[config.mk]
export PLATFORM = sky130hd
export DESIGN_NAME = dda_line_rasterizer
export DESIGN_NICKNAME = d
export VERILOG_FILES = /design/src/hdl/dda_pkg.sv /design/src/hdl/dda_ctrl.sv /design/src/hdl/dda_datapath.sv /design/src/hdl/dda_line_rasterizer.sv
export SDC_FILE = /design/constraint.sdc
export NUM_CORES = 1
export LEC_CHECK = 0
export BUFFER_PORTS_ARGS = -buffer_cell sky130_fd_sc_hd__buf_2
export CAP_MARGIN = 20
export CORE_ASPECT_RATIO = 0.6
export CORE_MARGIN = 2
export CORE_UTILIZATION = 25
export DETAILED_ROUTE_END_ITERATION = 6
export PLACE_DENSITY = 0.5
export SLEW_MARGIN = 20
export SYNTH_ARGS = -nofsm -noshare
export SYNTH_HDL_FRONTEND = slang
export SYNTH_HIERARCHICAL = 1
export SYNTH_SLANG_ARGS = --single-unit
[constraint.sdc]
create_clock -name clk -period 19.4 [get_ports clk]
set_input_delay 5.82 -clock clk [delete_from_list [all_inputs] [get_ports clk]]
set_output_delay 5.82 -clock clk [all_outputs]
set_load 0.1 [all_outputs]
[src/hdl/dda_pkg.sv]
package dda_pkg;

	localparam int TILE_SIZE = 64;
	localparam int COORD_W = 10;
	localparam int PIX_W = 6;
	localparam int COORD_FRAC_BITS = 4;
	localparam int SLOPE_FRAC_BITS = 16;
	localparam int FRAC_GAP = SLOPE_FRAC_BITS - COORD_FRAC_BITS;
	localparam int QUO_W = SLOPE_FRAC_BITS + 1;
	localparam int SLOPE_W = QUO_W + 1;
	localparam int DIFF_W = COORD_W + 1;
	localparam int PROD_W = SLOPE_W + DIFF_W;
	localparam int ACC_W = 26;
	localparam int CNT_W = 5;

	typedef struct packed {
		logic [COORD_W-1:0] start_x;
		logic [COORD_W-1:0] start_y;
		logic [COORD_W-1:0] end_x;
		logic [COORD_W-1:0] end_y;
	} seg_t;

	typedef struct packed {
		logic [PIX_W-1:0] pixel_x;
		logic [PIX_W-1:0] pixel_y;
		logic             last_pixel;
	} pix_t;

	typedef struct packed {
		logic load;
		logic div_step;
		logic mul;
		logic init;
		logic step;
	} cmd_t;

	typedef struct packed {
		logic vert;
		logic out_free;
		logic last;
	} status_t;

	function automatic logic [PIX_W-1:0] round_coord(input logic [COORD_W-1:0] v);
		logic [COORD_W:0] t;
		t = {1'b0, v} + (COORD_W+1)'(1 << (COORD_FRAC_BITS - 1));
		if (t[COORD_W:COORD_FRAC_BITS] > (COORD_W+1-COORD_FRAC_BITS)'(TILE_SIZE - 1)) begin
			return PIX_W'(TILE_SIZE - 1);
		end
		return t[COORD_FRAC_BITS+PIX_W-1:COORD_FRAC_BITS];
	endfunction

endpackage

[src/hdl/dda_ctrl.sv]
module dda_ctrl (
	input  logic              clk,
	input  logic              arst_n,
	input  logic              seg_valid,
	output logic              seg_ready,
	input  dda_pkg::status_t  status,
	output dda_pkg::cmd_t     cmd
);

	typedef enum logic [4:0] {
		ST_IDLE = 5'b00001,
		ST_DIV  = 5'b00010,
		ST_MUL  = 5'b00100,
		ST_INIT = 5'b01000,
		ST_WALK = 5'b10000
	} state_t;

	state_t state_q, state_d;
	logic [dda_pkg::CNT_W-1:0] cnt_q;

	assign seg_ready = (state_q == ST_IDLE);

	always_comb begin
		cmd = '0;
		state_d = state_q;
		case (state_q)
			ST_IDLE: begin
				if (seg_valid) begin
					cmd.load = 1'b1;
					state_d = ST_DIV;
				end
			end
			ST_DIV: begin
				if (status.vert) begin
					state_d = ST_MUL;
				end else begin
					cmd.div_step = 1'b1;
					if (cnt_q == '0) begin
						state_d = ST_MUL;
					end
				end
			end
			ST_MUL: begin
				cmd.mul = 1'b1;
				state_d = ST_INIT;
			end
			ST_INIT: begin
				cmd.init = 1'b1;
				state_d = ST_WALK;
			end
			ST_WALK: begin
				if (status.out_free) begin
					cmd.step = 1'b1;
					if (status.last) begin
						state_d = ST_IDLE;
					end
				end
			end
			default: state_d = ST_IDLE;
		endcase
	end

	always_ff @(posedge clk or negedge arst_n) begin
		if (!arst_n) begin
			state_q <= ST_IDLE;
			cnt_q <= '0;
		end else begin
			state_q <= state_d;
			if (cmd.load) begin
				cnt_q <= dda_pkg::CNT_W'(dda_pkg::QUO_W - 1);
			end else if (cmd.div_step) begin
				cnt_q <= cnt_q - 1'b1;
			end
		end
	end

	a_step_free: assert property (@(posedge clk) disable iff (!arst_n)
		cmd.step |-> status.out_free) else $error("step without free output");
	a_busy_after_load: assert property (@(posedge clk) disable iff (!arst_n)
		(seg_valid && seg_ready) |=> !seg_ready) else $error("ready after load");
	a_div_len: assert property (@(posedge clk) disable iff (!arst_n)
		(state_q == ST_MUL && $past(state_q) == ST_DIV && !status.vert) |->
		$past(cnt_q) == '0) else $error("divide ended early");

endmodule

[src/hdl/dda_datapath.sv]
module dda_datapath (
	input  logic              clk,
	input  logic              arst_n,
	input  dda_pkg::seg_t     seg,
	input  dda_pkg::cmd_t     cmd,
	output dda_pkg::status_t  status,
	output logic              pix_valid,
	input  logic              pix_ready,
	output dda_pkg::pix_t     pix
);

	localparam int CW = dda_pkg::COORD_W;
	localparam int PW = dda_pkg::PIX_W;

	logic signed [CW:0] dx, dy;
	logic [CW-1:0] adx, ady, amin_d, amaj_d, lo_d, hi_d, mst_d;
	logic ymaj_d, vert_d, neg_d, first_d;

	logic [CW-1:0] amaj_q, maj_lo_q, min_start_q;
	logic [CW:0] rem_q, rem_sub;
	logic [dda_pkg::QUO_W-1:0] quo_q;
	logic neg_q, ymaj_q, vert_q;
	logic [PW-1:0] pos_q, end_q;
	logic signed [dda_pkg::PROD_W-1:0] prod_q, prod_r;
	logic signed [dda_pkg::ACC_W-1:0] acc_q, acc_r;
	logic signed [dda_pkg::SLOPE_W-1:0] slope;
	logic signed [dda_pkg::DIFF_W-1:0] diff;
	logic signed [dda_pkg::PROD_W-dda_pkg::COORD_FRAC_BITS-1:0] corr;
	logic signed [dda_pkg::ACC_W-dda_pkg::SLOPE_FRAC_BITS-1:0] mp;
	logic [PW-1:0] mp_sat;
	logic out_valid_q;
	dda_pkg::pix_t pix_q;

	always_comb begin
		dx = $signed({1'b0, seg.end_x}) - $signed({1'b0, seg.start_x});
		dy = $signed({1'b0, seg.end_y}) - $signed({1'b0, seg.start_y});
		adx = dx[CW] ? CW'(-dx) : dx[CW-1:0];
		ady = dy[CW] ? CW'(-dy) : dy[CW-1:0];
		vert_d = (dx == '0);
		ymaj_d = vert_d || (ady > adx);
		if (ymaj_d) begin
			amaj_d = ady;
			amin_d = adx;
			neg_d = dx[CW] != dy[CW];
			first_d = seg.start_y < seg.end_y;
			lo_d = first_d ? seg.start_y : seg.end_y;
			hi_d = first_d ? seg.end_y : seg.start_y;
			mst_d = first_d ? seg.start_x : seg.end_x;
		end else begin
			amaj_d = adx;
			amin_d = ady;
			neg_d = dx[CW] != dy[CW];
			first_d = seg.start_x < seg.end_x;
			lo_d = first_d ? seg.start_x : seg.end_x;
			hi_d = first_d ? seg.end_x : seg.start_x;
			mst_d = first_d ? seg.start_y : seg.end_y;
		end
		if (vert_d) begin
			mst_d = seg.start_x;
		end
	end

	assign rem_sub = rem_q - {1'b0, amaj_q};
	assign slope = neg_q ? -$signed({1'b0, quo_q}) : $signed({1'b0, quo_q});
	assign diff = $signed({1'b0, pos_q, dda_pkg::COORD_FRAC_BITS'(0)}) -
		$signed({1'b0, maj_lo_q});
	assign prod_r = prod_q + dda_pkg::PROD_W'(1 << (dda_pkg::COORD_FRAC_BITS - 1));
	assign corr = prod_r[dda_pkg::PROD_W-1:dda_pkg::COORD_FRAC_BITS];
	assign acc_r = acc_q + dda_pkg::ACC_W'(1 << (dda_pkg::SLOPE_FRAC_BITS - 1));
	assign mp = acc_r[dda_pkg::ACC_W-1:dda_pkg::SLOPE_FRAC_BITS];

	always_comb begin
		if (mp < 0) begin
			mp_sat = '0;
		end else if (mp > (dda_pkg::TILE_SIZE - 1)) begin
			mp_sat = PW'(dda_pkg::TILE_SIZE - 1);
		end else begin
			mp_sat = mp[PW-1:0];
		end
	end

	always_ff @(posedge clk) begin
		if (cmd.load) begin
			amaj_q <= amaj_d;
			rem_q <= {1'b0, amin_d};
			quo_q <= '0;
			neg_q <= neg_d;
			ymaj_q <= ymaj_d;
			vert_q <= vert_d;
			maj_lo_q <= lo_d;
			min_start_q <= mst_d;
			pos_q <= dda_pkg::round_coord(lo_d);
			end_q <= dda_pkg::round_coord(hi_d);
		end else if (cmd.div_step) begin
			if (rem_q >= {1'b0, amaj_q}) begin
				quo_q <= {quo_q[dda_pkg::QUO_W-2:0], 1'b1};
				rem_q <= {rem_sub[CW-1:0], 1'b0};
			end else begin
				quo_q <= {quo_q[dda_pkg::QUO_W-2:0], 1'b0};
				rem_q <= {rem_q[CW-1:0], 1'b0};
			end
		end else if (cmd.step) begin
			pos_q <= pos_q + 1'b1;
		end
		if (cmd.mul) begin
			prod_q <= slope * diff;
		end
		if (cmd.init) begin
			acc_q <= $signed({(dda_pkg::ACC_W-CW-dda_pkg::FRAC_GAP)'(0), min_start_q,
				dda_pkg::FRAC_GAP'(0)}) + dda_pkg::ACC_W'(corr);
		end else if (cmd.step) begin
			acc_q <= acc_q + dda_pkg::ACC_W'(slope);
		end
		if (cmd.step) begin
			pix_q.pixel_x <= ymaj_q ? mp_sat : pos_q;
			pix_q.pixel_y <= ymaj_q ? pos_q : mp_sat;
			pix_q.last_pixel <= (pos_q == end_q);
		end
	end

	always_ff @(posedge clk or negedge arst_n) begin
		if (!arst_n) begin
			out_valid_q <= 1'b0;
		end else if (cmd.step) begin
			out_valid_q <= 1'b1;
		end else if (pix_ready) begin
			out_valid_q <= 1'b0;
		end
	end

	assign status.vert = vert_q;
	assign status.out_free = !out_valid_q || pix_ready;
	assign status.last = (pos_q == end_q);
	assign pix_valid = out_valid_q;
	assign pix = pix_q;

endmodule

[src/hdl/dda_line_rasterizer.sv]
// Channel   Direction  Handshake             Payload
// seg       in         seg_valid/seg_ready   dda_pkg::seg_t, two endpoints
// pix       out        pix_valid/pix_ready   dda_pkg::pix_t, one pixel
//
// A segment passes through a load, a serial slope divide (idle for a vertical segment),
// a multiply and a setup, then a walk of one pixel per cycle while pix is not stalled,
// up to 64 pixels. The serial slope divider and the single pixel walk set its time.
// A new segment is taken once the last pixel sits in the output register.
// A stall on pix holds the walk; reset clears the controller and the output valid.
module dda_line_rasterizer (
	input  logic           clk,
	input  logic           arst_n,
	input  logic           seg_valid,
	output logic           seg_ready,
	input  dda_pkg::seg_t  seg,
	output logic           pix_valid,
	input  logic           pix_ready,
	output dda_pkg::pix_t  pix
);

	dda_pkg::cmd_t cmd;
	dda_pkg::status_t status;

	dda_ctrl u_ctrl (
		.clk       (clk),
		.arst_n    (arst_n),
		.seg_valid (seg_valid),
		.seg_ready (seg_ready),
		.status    (status),
		.cmd       (cmd)
	);

	dda_datapath u_dp (
		.clk       (clk),
		.arst_n    (arst_n),
		.seg       (seg),
		.cmd       (cmd),
		.status    (status),
		.pix_valid (pix_valid),
		.pix_ready (pix_ready),
		.pix       (pix)
	);

endmodule
==> results.cfg, run 1 <==
[grt]
grt_max_degree = 81
grt_pass1_wl_mm = 90.1
antenna_found_initial = 1
grt_pass1_vias = 15100
grt_use_total = 0.147
grt-ovfl-total = 0

[critical_path]
critical_path.max_stage_delay_ns = 0.69
reg2reg_from = u_dp/quo_q[0]$_SDFFE_PP0P_
cp_slowest_cell = clkinv_2
start_kind = input pin
reg2reg_depth = 29
r2r_setup_slack_ns = 10.10
path_class = in2reg
r2r-end = u_dp/prod_q[28]$_DFFE_PP_
required_ns = 19.61
path_max_fanout = 42
end_kind = flop
arrival_ns = 12.61

[drt]
first_iter_violations = 1504
vias_per_cell = 4.88
post_drt_wl_per_cell_um = 18.2
final_antenna_net_count = 0
num_vias = 15700
drc = 0
drt_wl_total_mm = 58.5
first_pass_iters = 7

[sta]
fmaxAchievable_ghz = 0.0806
slew_headroom = 0.287
worst_pin_slew_ns = 1.06
drv_slew = 0
timing.final.crit_share = 0.639
finalSetupViolations = 0
rsz0062_at_grt = false
fin_ws_ns = 6.99
hold_viol = 0
tns_ns = 0
period_needed_ns = 12.41
clock-skew-final_ns = 0.0135

[floorplan]
start_util = 0.254
row_count = 78
core_mm2 = 0.0760
die_w_um = 363
die-area_mm2 = 0.0796
die_h_um = 219
ios = 59

[hold_path]
min_from = u_dp/rem_q[10]$_SDFFE_PP0P_
hold_end = u_dp/rem_q[10]$_SDFFE_PP0P_
hp-class = reg2reg
hold_depth = 2

[yosys]
synth_area_mm2 = 0.0193
synth_top_area_share = 0.192
synth.distinct_cells = 87
syn_inst = 2174
synth.area.top_cells = fa_1, edfxtp_1, ha_1, inv_1, xnor2_1
synth_flop_cell = edfxtp_1
syn_nets = 2554
seq_area_frac_synth = 0.219
yosys.area.top_type = fa_1
synth_area_per_cell_um2 = 8.89
synth_seq_cells = 149
synthArstFlopShare = 0.0738
yosysWarnings = 6
synth-edff-count = 120

[clock_network]
clock-sinks = 149
path_clk_slew_ns = 0.07
numCtsBuffers = 17
htree_levels = 4
cts_tree = built
clockRootBuffer = clkbuf_16
cts-hold-fix-buffers = 0
cts_buffer_depth = 2
worstSkewPairLatency_ns = 0.45
ctsResizeCount = 0
post_cts_buffers = 0

[flow_run]
cap_violations = 0

[layout]
area_growth_pct = 11.2
final_cell_count_no_fill = 3225
postLayoutCoreUtil = 0.283
fin_nets = 2591
layout-drive-gt1-share = 0.0836

[run_status]
status = finished clean

[placement]
post-place-ws_ns = 6.73
io_buffers = 58
dp_hpwl_mm = 47.6
placed_cells = 3192
place_congestion = 0.914
## cells in the mapped netlist (7+ instances only)
master / instances
nor3_1: 35
nor2b_1: 35
fa_1: 185
edfxtp_1: 120
or2_2: 11
and3_1: 22
o21a_1: 13
inv_1: 308
nor2_1: 171
a31oi_1: 8
or3_1: 15
nand2_1: 194
dfxtp_1: 18
and2_1: 47
or4_1: 7
dfrtp_1: 10
nand3_1: 52
mux2_2: 22
o21bai_1: 11
nand2b_1: 27
o31a_1: 7
o31ai_1: 12
o41ai_1: 8
a21oi_1: 139
o21ai_0: 88
a211oi_1: 19
o211ai_1: 9
ha_1: 151
buf_2: 9
nand4_1: 14
a21o_1: 34
nor4_1: 11
clkbuf_1: 52
a41oi_1: 7
xor2_1: 53
mux2i_1: 56
xnor2_1: 106
## placed cells by master (no fill, tap or decap), types with 10 or more instances in the layout
| master | synthesis | routed |
|---|---|---|
| clkbuf_16 | 0 | 18 |
| and2_1 | 47 | 47 |
| mux2_2 | 22 | 22 |
| o21a_1 | 13 | 13 |
| edfxtp_1 | 120 | 120 |
| nor2_1 | 171 | 169 |
| buf_2 | 9 | 58 |
| ha_1 | 151 | 151 |
| a21o_1 | 34 | 34 |
| nor3_1 | 35 | 35 |
| nand4_1 | 14 | 14 |
| nand2_1 | 194 | 194 |
| buf_4 | 4 | 28 |
| dfxtp_1 | 18 | 18 |
| xor2_1 | 53 | 53 |
| o21ai_0 | 88 | 88 |
| a211oi_1 | 19 | 18 |
| or2_2 | 11 | 11 |
| inv_1 | 308 | 308 |
| o21bai_1 | 11 | 11 |
| a21oi_1 | 139 | 139 |
| nand3_1 | 52 | 52 |
| or3_1 | 15 | 15 |
| and3_1 | 22 | 21 |
| xnor2_1 | 106 | 98 |
| nor2b_1 | 35 | 35 |
| fa_1 | 185 | 185 |
| dfrtp_1 | 10 | 10 |
| mux2i_1 | 56 | 56 |
| o31ai_1 | 12 | 12 |
| nand2b_1 | 27 | 27 |
| nor4_1 | 11 | 11 |
## per-stage QoR
step	cell area [um^2]	hold WS [ns]
2_1_floorplan	19300	0.441
3_3_place_gp	20900	0.460
3_5_place_dp	20900	0.461
4_1_cts	21500	0.470
5_1_grt	21500	0.511
6_report	21500	0.474
## layer usage
layer  GRT usage  share of wire
met5           0              0
met3      0.0219          0.063
met4      0.0217         0.0061
met1       0.248           0.56
met2       0.190           0.37
## cell families after synthesis
group / share of synthesized area
AOI/OAI and AO/OA: 0.127
xor gates and xnor gates: 0.0729
adders and majority gates: 0.289
and+or+nand+nor: 0.168
buffers and inverters: 0.0764
DFF: 0.219
muxes: 0.0465
## sequential cells by signal, summed over array words and instances, names as in the netlist
name / count
u_dp/min_start_q: 10
u_dp/pos_q: 6
u_dp/quo_q: 17
u_ctrl/state_q: 5
u_dp/pix_valid: 1
u_dp/prod_q: 26
u_dp/neg_q: 1
u_dp/end_q: 6
u_dp/maj_lo_q: 10
u_dp/acc_q: 26
u_dp/rem_q: 11
u_ctrl/cnt_q: 5
u_dp/ymaj_q: 1
u_dp/pix: 13
u_dp/amaj_q: 10
u_dp/vert_q: 1
## worst max-delay path by stage
stage / startpoint / end / depth (start not counted)
2_1_floorplan: seg[0] / u_dp/pos_q[5]$_DFFE_PP_ / 28
3_3_place_gp: seg[0] / u_dp/pos_q[5]$_DFFE_PP_ / 28
3_5_place_dp: seg[0] / u_dp/pos_q[5]$_DFFE_PP_ / 28
4_1_cts: seg[0] / u_dp/pos_q[5]$_DFFE_PP_ / 28
5_1_grt: seg[0] / u_dp/pos_q[5]$_DFFE_PP_ / 28
6_report: seg[0] / u_dp/pos_q[5]$_DFFE_PP_ / 28
## cell type report
type / instances / area [um^2]
Sequential cell: 149 / 4240
Fill cell: 8039 / 54500
Tap cell: 1000 / 1250
Inverter: 314 / 1180
Antenna cell: 1 / 2.50
Clock inverter: 13 / 133
Clock buffer: 19 / 464
Multi-Input combinational cell: 1643 / 13700
Timing Repair Buffer: 86 / 500
## worst max-delay path: cells and delay by family
| family | cells | cell delay (ns) |
|---|---|---|
| compound gates | 15 | 3.28 |
| buf+inv | 7 | 1.70 |
| fa+ha+maj | 4 | 1.17 |
| simple gates | 1 | 0.13 |
| mux | 1 | 0.40 |
Power of run 1 is not shown: default switching activity piles up to over one toggle a cycle in this logic, so the estimate is an artifact.
==> run 2, diff against run 1 <==
Settings changed: PLACE_DENSITY 0.5 to 0.51.
Clock period 19.4 ns to 11.15 ns, I/O delays scaled along.
==> results.cfg, run 2 (synthesized netlist as in run 1, its figures left out) <==
[layout]
fin_area_mm2 = 0.0215
layout_common_cells = inv_1, nand2_1, fa_1
nFillCells = 8073
fin_nets = 2594
seq_area_mm2 = 0.00424
layout-drive-gt1-share = 0.0826
layout_commonest_cell = inv_1
multi_input_area_mm2 = 0.0137
area_growth_pct = 11.1
final_cell_count_no_fill = 3228
top_regs = u_dp/acc_q x26, u_dp/prod_q x26, u_dp/quo_q x17

[sta]
period_needed_ns = 9.25
worst_pin_slew_ns = 1.16
tns_ns = 0
drv_slew = 0
slew_headroom = 0.218
clock-skew-final_ns = 0.0130
fmaxAchievable_ghz = 0.108
finalSetupViolations = 0
rsz0062_at_grt = false
timing.final.crit_share = 0.830
hold_viol = 0

[critical_path]
path_class = reg2reg
end_kind = flop
required_ns = 11.35
path_max_fanout = 10
start_kind = flop
arrival_ns = 9.45

[floorplan]
core_mm2 = 0.0760
die_w_um = 363
die_h_um = 219
ios = 59
start_util = 0.254
row_count = 78
die-area_mm2 = 0.0796

[drt]
post_drt_wl_per_cell_um = 17.7
first_pass_iters = 5
top_layer_used = met4
final_antenna_net_count = 0
met3_length_mm = 4.54
first_iter_violations = 1648
drc = 0
drt_wl_total_mm = 57.2
met1_length_mm = 32.8
num_vias = 15400
vias_per_cell = 4.77
met2WireLength_mm = 19.6

[run_status]
status = finished clean

[clock_network]
htree_levels = 4
cts_buffer_depth = 2
clock-sinks = 149
numCtsBuffers = 17
post_cts_buffers = 0
cts-hold-fix-buffers = 0
clockRootBuffer = clkbuf_16
ctsResizeCount = 0
worstSkewPairLatency_ns = 0.44
cts_tree = built
path_clk_slew_ns = 0.07

[placement]
dp_hpwl_mm = 46.4
placed_cells = 3195
placed_area_mm2 = 0.0209
place_congestion = 0.891
io_buffers = 58

[flow_run]
cap_violations = 0

[grt]
grt_pass1_vias = 14800
grt_pass1_wl_mm = 90.3
grt-ovfl-total = 0
grt_use_total = 0.147
antenna_found_initial = 0
grt_max_degree = 49

[hold_path]
hp-class = reg2reg
==> run 2: final cells by class <==
class,instances,area share
Timing Repair Buffer,89,0.0244
Clock inverter,12,0.00612
Antenna cell,1,0.000117
Clock buffer,20,0.0208
Multi-Input combinational cell,1643,0.638
Sequential cell,149,0.198
Tap cell,1000,0.0583
Inverter,314,0.0550
==> run 2: path summary, 6_finish.rpt <==
kind	startpoint	endpoint	slack, ns	cells past startpoint
setup reg to reg	u_dp/pos_q[0]$_DFFE_PP_	u_dp/prod_q[28]$_DFFE_PP_	1.90	25
setup / recovery	u_dp/pos_q[0]$_DFFE_PP_	u_dp/prod_q[28]$_DFFE_PP_	1.90	25
hold / removal	u_dp/rem_q[10]$_SDFFE_PP0P_	u_dp/rem_q[10]$_SDFFE_PP0P_	0.46	2
min in group asynchronous	arst_n	u_ctrl/cnt_q[2]$_DFFE_PN0P_	2.77	1
hold reg to reg	u_dp/rem_q[10]$_SDFFE_PP0P_	u_dp/rem_q[10]$_SDFFE_PP0P_	0.46	2
max in group asynchronous	arst_n	u_ctrl/state_q[0]$_DFFE_PN1P_	8.10	1
==> run 2: metrics by stage <==
stage           util  hold slack, ns  setup slack [ns]
3_5_place_dp   0.275           0.460              1.64
2_1_floorplan      -           0.441              2.50
6_report       0.282           0.464              1.90
4_1_cts        0.282           0.466              2.09
3_3_place_gp   0.275           0.457              1.81
5_1_grt        0.282           0.490              1.42
==> run 2: critical path, stage by stage, from the launching register on <==
cell and delay [ns]:
edfxtp_1 0.59, ha_1 0.41, a41oi_1 0.48, o21bai_1 0.11, a21oi_1 0.33, o21bai_1 0.11
a21oi_1 0.18, xnor2_1 0.44, buf_4 0.32, nand2b_1 0.15, fa_1 0.46, fa_1 0.58
inv_1 0.07, fa_1 0.52, fa_1 0.55, inv_1 0.06, fa_1 0.53, inv_1 0.04
ha_1 0.22, o41ai_1 0.98, a21oi_1 0.28, o21ai_0 0.54, o21ai_0 0.43, a211o_1 0.36
a21oi_1 0.19, xnor2_1 0.08
==> run 2: routing by layer <==
layer  vias to the layer above  track usage
met5                         -            0
met4                         0       0.0169
met3                        24       0.0288
met2                       535        0.179
met1                      7428        0.254
li1                       7409            -
Power of run 2 is left out for the same reason.
